File: config.mk
export PLATFORM = sky130hd
export DESIGN_NAME = bba_ctrl
export DESIGN_NICKNAME = d
export VERILOG_FILES = /design/src/hw/rtl/bba_pkg.sv /design/src/hw/rtl/bba_ctrl.sv
export SDC_FILE = /design/constraint.sdc
export NUM_CORES = 1
export LEC_CHECK = 0
export BUFFER_PORTS_ARGS = -buffer_cell sky130_fd_sc_hd__buf_2
export CAP_MARGIN = 20
export CORE_AREA = 2 2 39 41
export DETAILED_ROUTE_END_ITERATION = 8
export DIE_AREA = 0 0 41 43
export GPL_TIMING_DRIVEN = 0
export PLACE_DENSITY = 0.6
export SLEW_MARGIN = 20
export SYNTH_ARGS = -nofsm -noshare
export SYNTH_HDL_FRONTEND = slang
export SYNTH_SLANG_ARGS = --single-unit
File: constraint.sdc
create_clock -name clock -period 1.6 [get_ports clock]
set_clock_uncertainty 0.15 [all_clocks]
set_input_delay 0.24 -clock clock [delete_from_list [all_inputs] [get_ports clock]]
set_output_delay 0.24 -clock clock [all_outputs]
set_load 0.02 [all_outputs]
File: src/hw/rtl/bba_pkg.sv
`default_nettype none

package bba_pkg;

   localparam int unsigned MAX_BLOCKS_DEFAULT = 32768;
   localparam int unsigned INDEX_SPAN         = 32768;

   localparam int unsigned MODE_W = 2;
   localparam int unsigned IDX_W  = 15;
   localparam int unsigned CFG_W  = 16;
   localparam int unsigned WORD_W = 64;
   localparam int unsigned BIT_W  = 6;

   localparam logic [CFG_W-1:0] BLOCK_COUNT_RESET = CFG_W'(32768);

   localparam logic [MODE_W-1:0] MODE_ALLOC = 2'd0;
   localparam logic [MODE_W-1:0] MODE_FREE  = 2'd1;
   localparam logic [MODE_W-1:0] MODE_MARK  = 2'd2;

   typedef enum logic [2:0] {
      ST_CLEAR,
      ST_IDLE,
      ST_FIND,
      ST_UPDATE,
      ST_DONE
   } state_type;

   typedef enum logic [1:0] {
      RES_NONE,
      RES_GRANT,
      RES_EXH,
      RES_OOR
   } res_type;

   typedef struct packed {
      logic    clear;
      logic    load;
      logic    read_word;
      logic    commit;
      logic    res_wr;
      res_type res;
      logic    emit;
   } dp_cmd_type;

   typedef struct packed {
      logic clear_last;
      logic top_full;
      logic in_range;
      logic word_ok;
      logic hit_ok;
      logic alloc;
      logic out_free;
   } dp_status_type;

endpackage

`default_nettype wire

File: src/hw/rtl/bba_ctrl.sv
`default_nettype none

module bba_ctrl (
   input  logic                             clock,
   input  logic                             reset,
   input  logic                             req_valid,
   input  logic [bba_pkg::MODE_W-1:0]       req_mode,
   output logic                             req_stall,
   input  bba_pkg::dp_status_type           status,
   output bba_pkg::dp_cmd_type              cmd
);

   import bba_pkg::*;

   state_type state_ff;
   state_type state_in;

   always_ff @(posedge clock) begin
      if (reset) begin
         state_ff <= ST_CLEAR;
      end else begin
         state_ff <= state_in;
      end
   end

   always_comb begin
      state_in  = state_ff;
      cmd       = '0;
      cmd.res   = RES_NONE;
      req_stall = 1'b1;
      unique case (state_ff)
         ST_CLEAR: begin
            cmd.clear = 1'b1;
            if (status.clear_last) begin
               state_in = ST_IDLE;
            end
         end
         ST_IDLE: begin
            req_stall = 1'b0;
            if (req_valid) begin
               cmd.load = 1'b1;
               unique case (req_mode)
                  MODE_ALLOC: begin
                     if (status.top_full) begin
                        cmd.res_wr = 1'b1;
                        cmd.res    = RES_EXH;
                        state_in   = ST_DONE;
                     end else begin
                        state_in = ST_FIND;
                     end
                  end
                  MODE_FREE, MODE_MARK: begin
                     if (status.in_range) begin
                        state_in = ST_UPDATE;
                     end else begin
                        cmd.res_wr = 1'b1;
                        cmd.res    = RES_OOR;
                        state_in   = ST_DONE;
                     end
                  end
                  default: begin
                     cmd.res_wr = 1'b1;
                     cmd.res    = RES_NONE;
                     state_in   = ST_DONE;
                  end
               endcase
            end
         end
         ST_FIND: begin
            if (status.word_ok) begin
               cmd.read_word = 1'b1;
               state_in      = ST_UPDATE;
            end else begin
               // lowest non-full word lies past the end of the map
               cmd.res_wr = 1'b1;
               cmd.res    = RES_EXH;
               state_in   = ST_DONE;
            end
         end
         ST_UPDATE: begin
            cmd.res_wr = 1'b1;
            state_in   = ST_DONE;
            if (status.alloc) begin
               if (status.hit_ok) begin
                  cmd.commit = 1'b1;
                  cmd.res    = RES_GRANT;
               end else begin
                  cmd.res = RES_EXH;
               end
            end else begin
               cmd.commit = 1'b1;
               cmd.res    = RES_NONE;
            end
         end
         ST_DONE: begin
            if (status.out_free) begin
               cmd.emit = 1'b1;
               state_in = ST_IDLE;
            end
         end
      endcase
   end

endmodule

`default_nettype wire

==> results of run 1 <==
-- timing repair --
action,CTS,global route
endpoints found under the hold margin,0,0
pin swaps,6,1
endpoints found under the setup margin,6,7
gates resized for setup,20,9
setup buffers,4,3
-- report_power, final --
| part | internal (mW) | switching, mW |
|---|---|---|
| registers | 0.0770 | 0.00246 |
| logic | 0.0742 | 0.0686 |
| clock network | 0.0935 | 0.0396 |
| total | 0.245 | 0.111 |
-- cell type report --
class | instances | share of cell area
Buffer | 1 | 0.0179
Multi-Input combinational cell | 36 | 0.481
Clock buffer | 4 | 0.0417
Timing Repair Buffer | 27 | 0.300
Tap cell | 16 | 0.0318
Sequential cell | 3 | 0.109
Inverter | 3 | 0.0179
-- cells in the mapped netlist (all sizes together) (2+ instances only) --
| master | number | area (sq um) |
|---|---|---|
| nand2b | 2 | 12.5 |
| dfxtp | 3 | 60.1 |
| nor3 | 4 | 20.0 |
| o21ai | 2 | 10.0 |
| ha | 2 | 25.0 |
| buf | 3 | 33.8 |
| o21a | 2 | 15.0 |
| a21oi | 5 | 25.0 |
| a211oi | 2 | 20.0 |
| nand2 | 7 | 26.3 |
| inv | 3 | 11.3 |
-- critical path: stages, from the launching register on --
cell and delay [ps]:
dfxtp_4 350, and4bb_4 370, o21ai_2 60, o22ai_2 100
buf_6 140
-- through the flow --
step	hold WS [ps]	cell area [sq um]	TNS [ps]	cells
2_1_floorplan	159	360	0	45
3_3_place_gp	284	480	-258	81
3_5_place_dp	288	480	-254	81
4_1_cts	29.1	578	-65.9	87
5_1_grt	38.8	629	-266	90
6_report	47.6	629	-108	90
-- routing by layer --
layer,share of wire,track usage,vias to the layer above
met5,0,0,-
met2,0.54,0.206,10
li1,-,-,217
met4,0,0.0800,0
met3,0.048,0.0157,0
met1,0.41,0.134,184
-- worst max path at each step --
stage                        end        start  slack (ps)
after floorplan           cmd[1]  state_ff[2]          40
after global placement    cmd[3]  req_mode[0]        -170
after detailed placement  cmd[3]  req_mode[0]        -170
after CTS                 cmd[2]  state_ff[2]         -30
after global routing      cmd[2]  state_ff[1]         -90
final                     cmd[2]  state_ff[1]         -50
-- cell families (layout without fill, tap and decap cells) --
kind of cell / after synthesis / after routing / synth area share
AO/OA/AOI/OAI: 14 / 14 / 0.258
flip-flops: 3 / 3 / 0.170
adder cells (fa/ha/maj): 2 / 2 / 0.0707
AND/OR/NAND/NOR: 20 / 20 / 0.375
buffers and inverters: 6 / 35 / 0.127
==> metrics.md, run 1 <==
| Metric | Value |
|---|---|
| Final hold violations | 0 |
| Worst r2r path cells | 5 |
| Hold Crit Endpoint | state_ff[2] |
| Count of maximum capacitance violations | 0 |
| Overflow after GRT | 0 |
| Effective utilization at floorplan | 0.256 |
| Post-DRT Antenna Nets | 0 |
| Footprint of the multi-input gates | 303 sq um |
| Placed wire-length estimate | 665 um |
| Worst-case headroom to the max-slew limit | 0.802 |
| Capture point of the worst reg-to-reg path | state_ff[1] |
| Vias per inst | 4.57 |
| Antenna violations before repair | 0 |
| Port bufs | 20 |
| Site row count | 14 |
| Antenna diode instance count | 0 |
| Total Routing Usage GR | 0.123 |
| Routed WL per cell | 10.6 um |
| Data arrival at the endpoint of the critical path | roughly 1300 ps |
| Sort of element at the end of the critical path | output port |
| Number of clock buffers inserted by TritonCTS | 3 |
| Sort of element at the start of the critical path | flop |
| Power, Total | 0.355 mW |
| Synthesized Nets | 59 |
| Crit Path Class | reg2out |
| Highest achievable clock rate | 607 MHz |
| Number of flip-flops under the largest register name | 3 |
| Status | finished with violations |
| TritonCTS clock tree | yes |
| Number of cells on the worst hold path | 2 |
| Number of enable-type register cells in the synthesized netlist | 0 |
| Hold Crit Class | in2reg |
| Largest register by flop count | state_ff |
| Core outline area | 0.00138 sq mm |
| Pwr dens | 565 mW/mm^2 |
| Global-route wire length before repair | 1470 um |
| Critical Path Fanout Max | 7 |
| H-tree depth | 1 |
| Required @ worst endpoint | 1210 ps |
| Maximum buffer depth of the clock tree | 2 |
| Synth unique cells | 22 |
| Via count of the first global-routing pass | 397 |
| Top library cells by usage in the layout, fill and taps aside | buf_2, buf_4, buf_6, nand2_1, a21oi_1 |
| Clock sink total | 3 |
| FF/Latch Area | around 69 sq um |
| Most instantiated flip-flop cell in the synthesis netlist | dfxtp_1 |
| Unrepaired setup endpoints after global routing | true |
| Nets@finish | 89 |
| P_leak | approximately 0.29 nW |
| Global placer's final weighted congestion | around 0.7 |
| Top-level port count | 21 |
| Number of instances in the synthesized netlist | 45 |
| Die height | 43 um |
| Final count of pins violating max slew | 0 |
| Worst R2R Setup Slack | approximately 190 ps |
| Hold-fix buffers at CTS | 0 |
| HP Start | reset |
| Final setup violation count | 3 |
| Clock-pin slew on the worst setup and hold paths | 40 ps |
| End-of-flow core utilization | 0.455 |
| Minimum clock period | 1650 ps |
| Area of the die | 0.00176 sq mm |
| DRC violations left | 0 |
| Warning count from the yosys run | 0 |
| Post-synthesis sequential area ratio | 0.170 |
| Startpoint of the most critical register-to-register path | state_ff[0] |
| Min setup slack post-route | -47.7 ps |
| Number of detailed-routing iterations run before antenna repair | 2 |
| Pin count of the biggest net entering global routing | 11 |
| Floorplan die width | 41 um |
| Most common library cell in the layout ignoring fill and taps | buf_2 |
| Async set or reset register ratio after synthesis | 0 |
| Total wire length after detailed routing | 957 um |
| Netlist area before placement | 354 sq um |
| VDD IR max | 0.378 mV |
| Violations in the final reports | setup timing |
| Clock insertion delay at the later pin of the skew report | about 230 ps |
| Average size of a mapped cell | just under 8 sq um |
| Top Registers | state_ff (3) |
| Via count | 411 |
| Synth-to-layout area growth | 77.7% |
| Share of final-layout standard cells stronger than drive strength 1 | 0.649 |
| Fill count | between 100 and 150 |
| Synthesis-stage register bit count | 3 |
| DP Worst Slack | -175 ps |
| Number of violations reported at the end of detailed-routing iteration 0 | 1 |
| Clock root cell | clkbuf_4 |
| Period Utilization, post-route | 1.03 |
| Worst-margin pin slew | 296 ps |
No activity file was read; power rests on OpenSTA's default activity.
==> inputs of run 2 (changes only) <==
TNS_END_PERCENT = 30   (was default)
==> run 2 against run 1 <==
  * Non-clock buffer count down 1
  * Worst hold slack better by 1.6 ps
  * Via count down 1.5%
  * Sequential share of layout area up 0.13 points
  * Clock-buffer cell count unchanged
  * The flow still finishes with violations (setup timing)
  * Final cell count down 1.1%
  * Combinational power down 6%
  * Cell area down 3.0%
==> metrics.md, run 2 (synthesis results as in run 1) <==
| Metric | Value |
|---|---|
| Count of maximum capacitance violations | 0 (unchanged) |
| DRC violations left | 0 (unchanged) |
| VDD IR max | 0.369 mV (-2.5%) |
| Pin count of the biggest net entering global routing | 11 (unchanged) |
| Global placer's final weighted congestion | 0.718 (unchanged) |
| Status | finished with violations |
| Area of the die | 0.00176 sq mm (unchanged) |
| Number of flip-flops under the largest register name | 3 (unchanged) |
| Effective utilization at floorplan | 0.256 (unchanged) |
| Vias per inst | 4.55 (-0.35%) |
| Number of clock buffers inserted by TritonCTS | 3 (unchanged) |
| Minimum clock period | 1650 ps (-0.744 ps) |
| Switching share of total power | 0.313 (+0.00162) |
| Final TNS setup | -106 ps (+2.11 ps) |
| Critical Path Fanout Max | 7 (unchanged) |
| Pwr dens | 567 mW/mm^2 (+0.42%) |
| Routed WL per cell | 10.5 um (-0.88%) |
| Share of final-layout standard cells stronger than drive strength 1 | 0.630 (-0.0185) |
| Via count | 405 (-1.5%) |
| Max stage delay cell, worst path | and4bb_4 |
| Period Utilization, post-route | 1.03 (about the same) |
| Maximum buffer depth of the clock tree | 2 (unchanged) |
| Placed wire-length estimate | 665 um (unchanged) |
| Required @ worst endpoint | 1210 ps (about the same) |
| Via count of the first global-routing pass | 397 (unchanged) |
| FF/Latch Area | 67.6 sq um (-1.8%) |
| Site row count | 14 (unchanged) |
| Synth-to-layout area growth | 72.4% |
| Antenna violations before repair | 0 (unchanged) |
| Number of detailed-routing iterations run before antenna repair | 2 (unchanged) |
| Internal power component | 0.238 mW (-2.8%) |
| Top Registers | state_ff (3) |
| Final hold violations | 0 (unchanged) |
| Buf/Inv on CP | 1 (unchanged) |
| Highest achievable clock rate | 607 MHz (about the same) |
| H-tree depth | 1 (unchanged) |
| Clock-pin slew on the worst setup and hold paths | 40 ps (about the same) |
| Psw | 0.108 mW (-2.1%) |
| Post-DRT Antenna Nets | 0 (unchanged) |
| Clock root cell | clkbuf_4 |
| Worst-case headroom to the max-slew limit | 0.802 (about the same) |
| DP Worst Slack | -175 ps (unchanged) |
| Hold Crit Class | in2reg |
| Antenna diode instance count | 0 (unchanged) |
| Unrepaired setup endpoints after global routing | true |
| Top library cells by usage in the layout, fill and taps aside | buf_2, buf_4, nand2_1, a21oi_1 |
| Clock share of power | 0.382 (+0.008) |
| Most common library cell in the layout ignoring fill and taps | buf_2 |
| Largest delay contributor family on the critical path | simple AND/OR/NAND/NOR gates |
| Die height | 43 um (unchanged) |
| Core outline area | 0.00138 sq mm (unchanged) |
| Clock sink total | 3 (unchanged) |
| TritonCTS clock tree | yes |
| Sort of element at the start of the critical path | flop |
| Worst-margin pin slew | 297 ps (+0.713 ps) |
| Crit Path Class | reg2out |
| Fill count | 150 (+2.0%) |
| Number of placed instances, taps included | 81 (unchanged) |
| Largest register by flop count | state_ff |
| CP max stage delay | 370 ps (about the same) |
| Total Routing Usage GR | 0.123 (unchanged) |
| Footprint of the multi-input gates | 303 sq um (unchanged) |
| Nets@finish | 88 (-1.1%) |
| Data arrival at the endpoint of the critical path | 1260 ps (about the same) |
| Global-route wire length before repair | 1470 um (unchanged) |
| Number of violations reported at the end of detailed-routing iteration 0 | 1 (unchanged) |
| Number of standard cells in the layout, taps in and fillers out | 89 (-1.1%) |
| Total wire length after detailed routing | 938 um (-2.0%) |
| Ordered cell list for the critical path | and4bb_4 > o21ai_2 > o22ai_2 > buf_6 |
| Min setup slack post-route | -46.9 ps (+0.744 ps) |
| Top-level port count | 21 (unchanged) |
| Floorplan die width | 41 um (unchanged) |
| Final setup violation count | 3 (unchanged) |
| Overflow after GRT | 0 (unchanged) |
| Part of the total power dissipated in combinational logic | 0.390 (-0.012) |
| Hold-fix buffers at CTS | 0 (unchanged) |
| Violations in the final reports | setup timing |
| Port bufs | 20 (unchanged) |
| P_leak | 0.281 nW (-2.8%) |
| Clock insertion delay at the later pin of the skew report | 230 ps (about the same) |
| Register share of total power | 0.228 (+0.004) |
| Sort of element at the end of the critical path | output port |
| Final count of pins violating max slew | 0 (unchanged) |
[run 2: cell count changes in the layout (fill, tap and decap cells not counted)]
cell / before / now
dfxtp_2: 1 / 0
dfxtp_1: 0 / 1
buf_6: 6 / 4
buf_2: 13 / 14
[run 2: power groups by stage]
stage               logic (mW)  registers, mW  clock network, mW
floorplan               0.0689         0.0815                  0
global route             0.146         0.0791              0.149
CTS                      0.131         0.0806              0.138
detailed placement       0.104         0.0816                  0
global placement         0.103         0.0816                  0
finish                   0.135         0.0790              0.132
[run 2: final timing paths]
path / endpoint / slack (ps) / from / cells after the start
setup / recovery: cmd[2] / -50 / state_ff[1] / 4
hold / removal: state_ff[2] / 50 / reset / 2
setup reg to reg: state_ff[0] / 210 / state_ff[1] / 4
hold reg to reg: state_ff[1] / 380 / state_ff[2] / 2
[run 2: routing by layer]
layer / up-vias / GRT usage / part of all wire
met5: - / 0 / 0
met4: 0 / 0.0800 / 0
met3: 0 / 0.0157 / 0.048
met2: 10 / 0.206 / 0.54
met1: 181 / 0.134 / 0.41
li1: 214 / - / -
[run 2: layout make-up]
class	count	area share
Sequential cell	3	0.111
Buffer	1	0.0184
Timing Repair Buffer	26	0.281
Inverter	3	0.0184
Multi-Input combinational cell	36	0.496
Tap cell	16	0.0328
Clock buffer	4	0.0430
[run 2: stage by stage]
stage,total power [mW],hold slack (ps),cell area [sq um],util
after floorplan,0.150,159,360,-
after global placement,0.185,284,480,0.347
after detailed placement,0.185,288,480,0.347
after CTS,0.349,29.1,578,0.418
after global routing,0.375,38.8,611,0.441
final,0.346,49.2,611,0.441
[run 2: repair_timing]
action,4_1_cts,5_1_grt
pin swaps,6,1
endpoints found under the setup margin,6,7
resized for setup,20,5
setup buffers,4,2
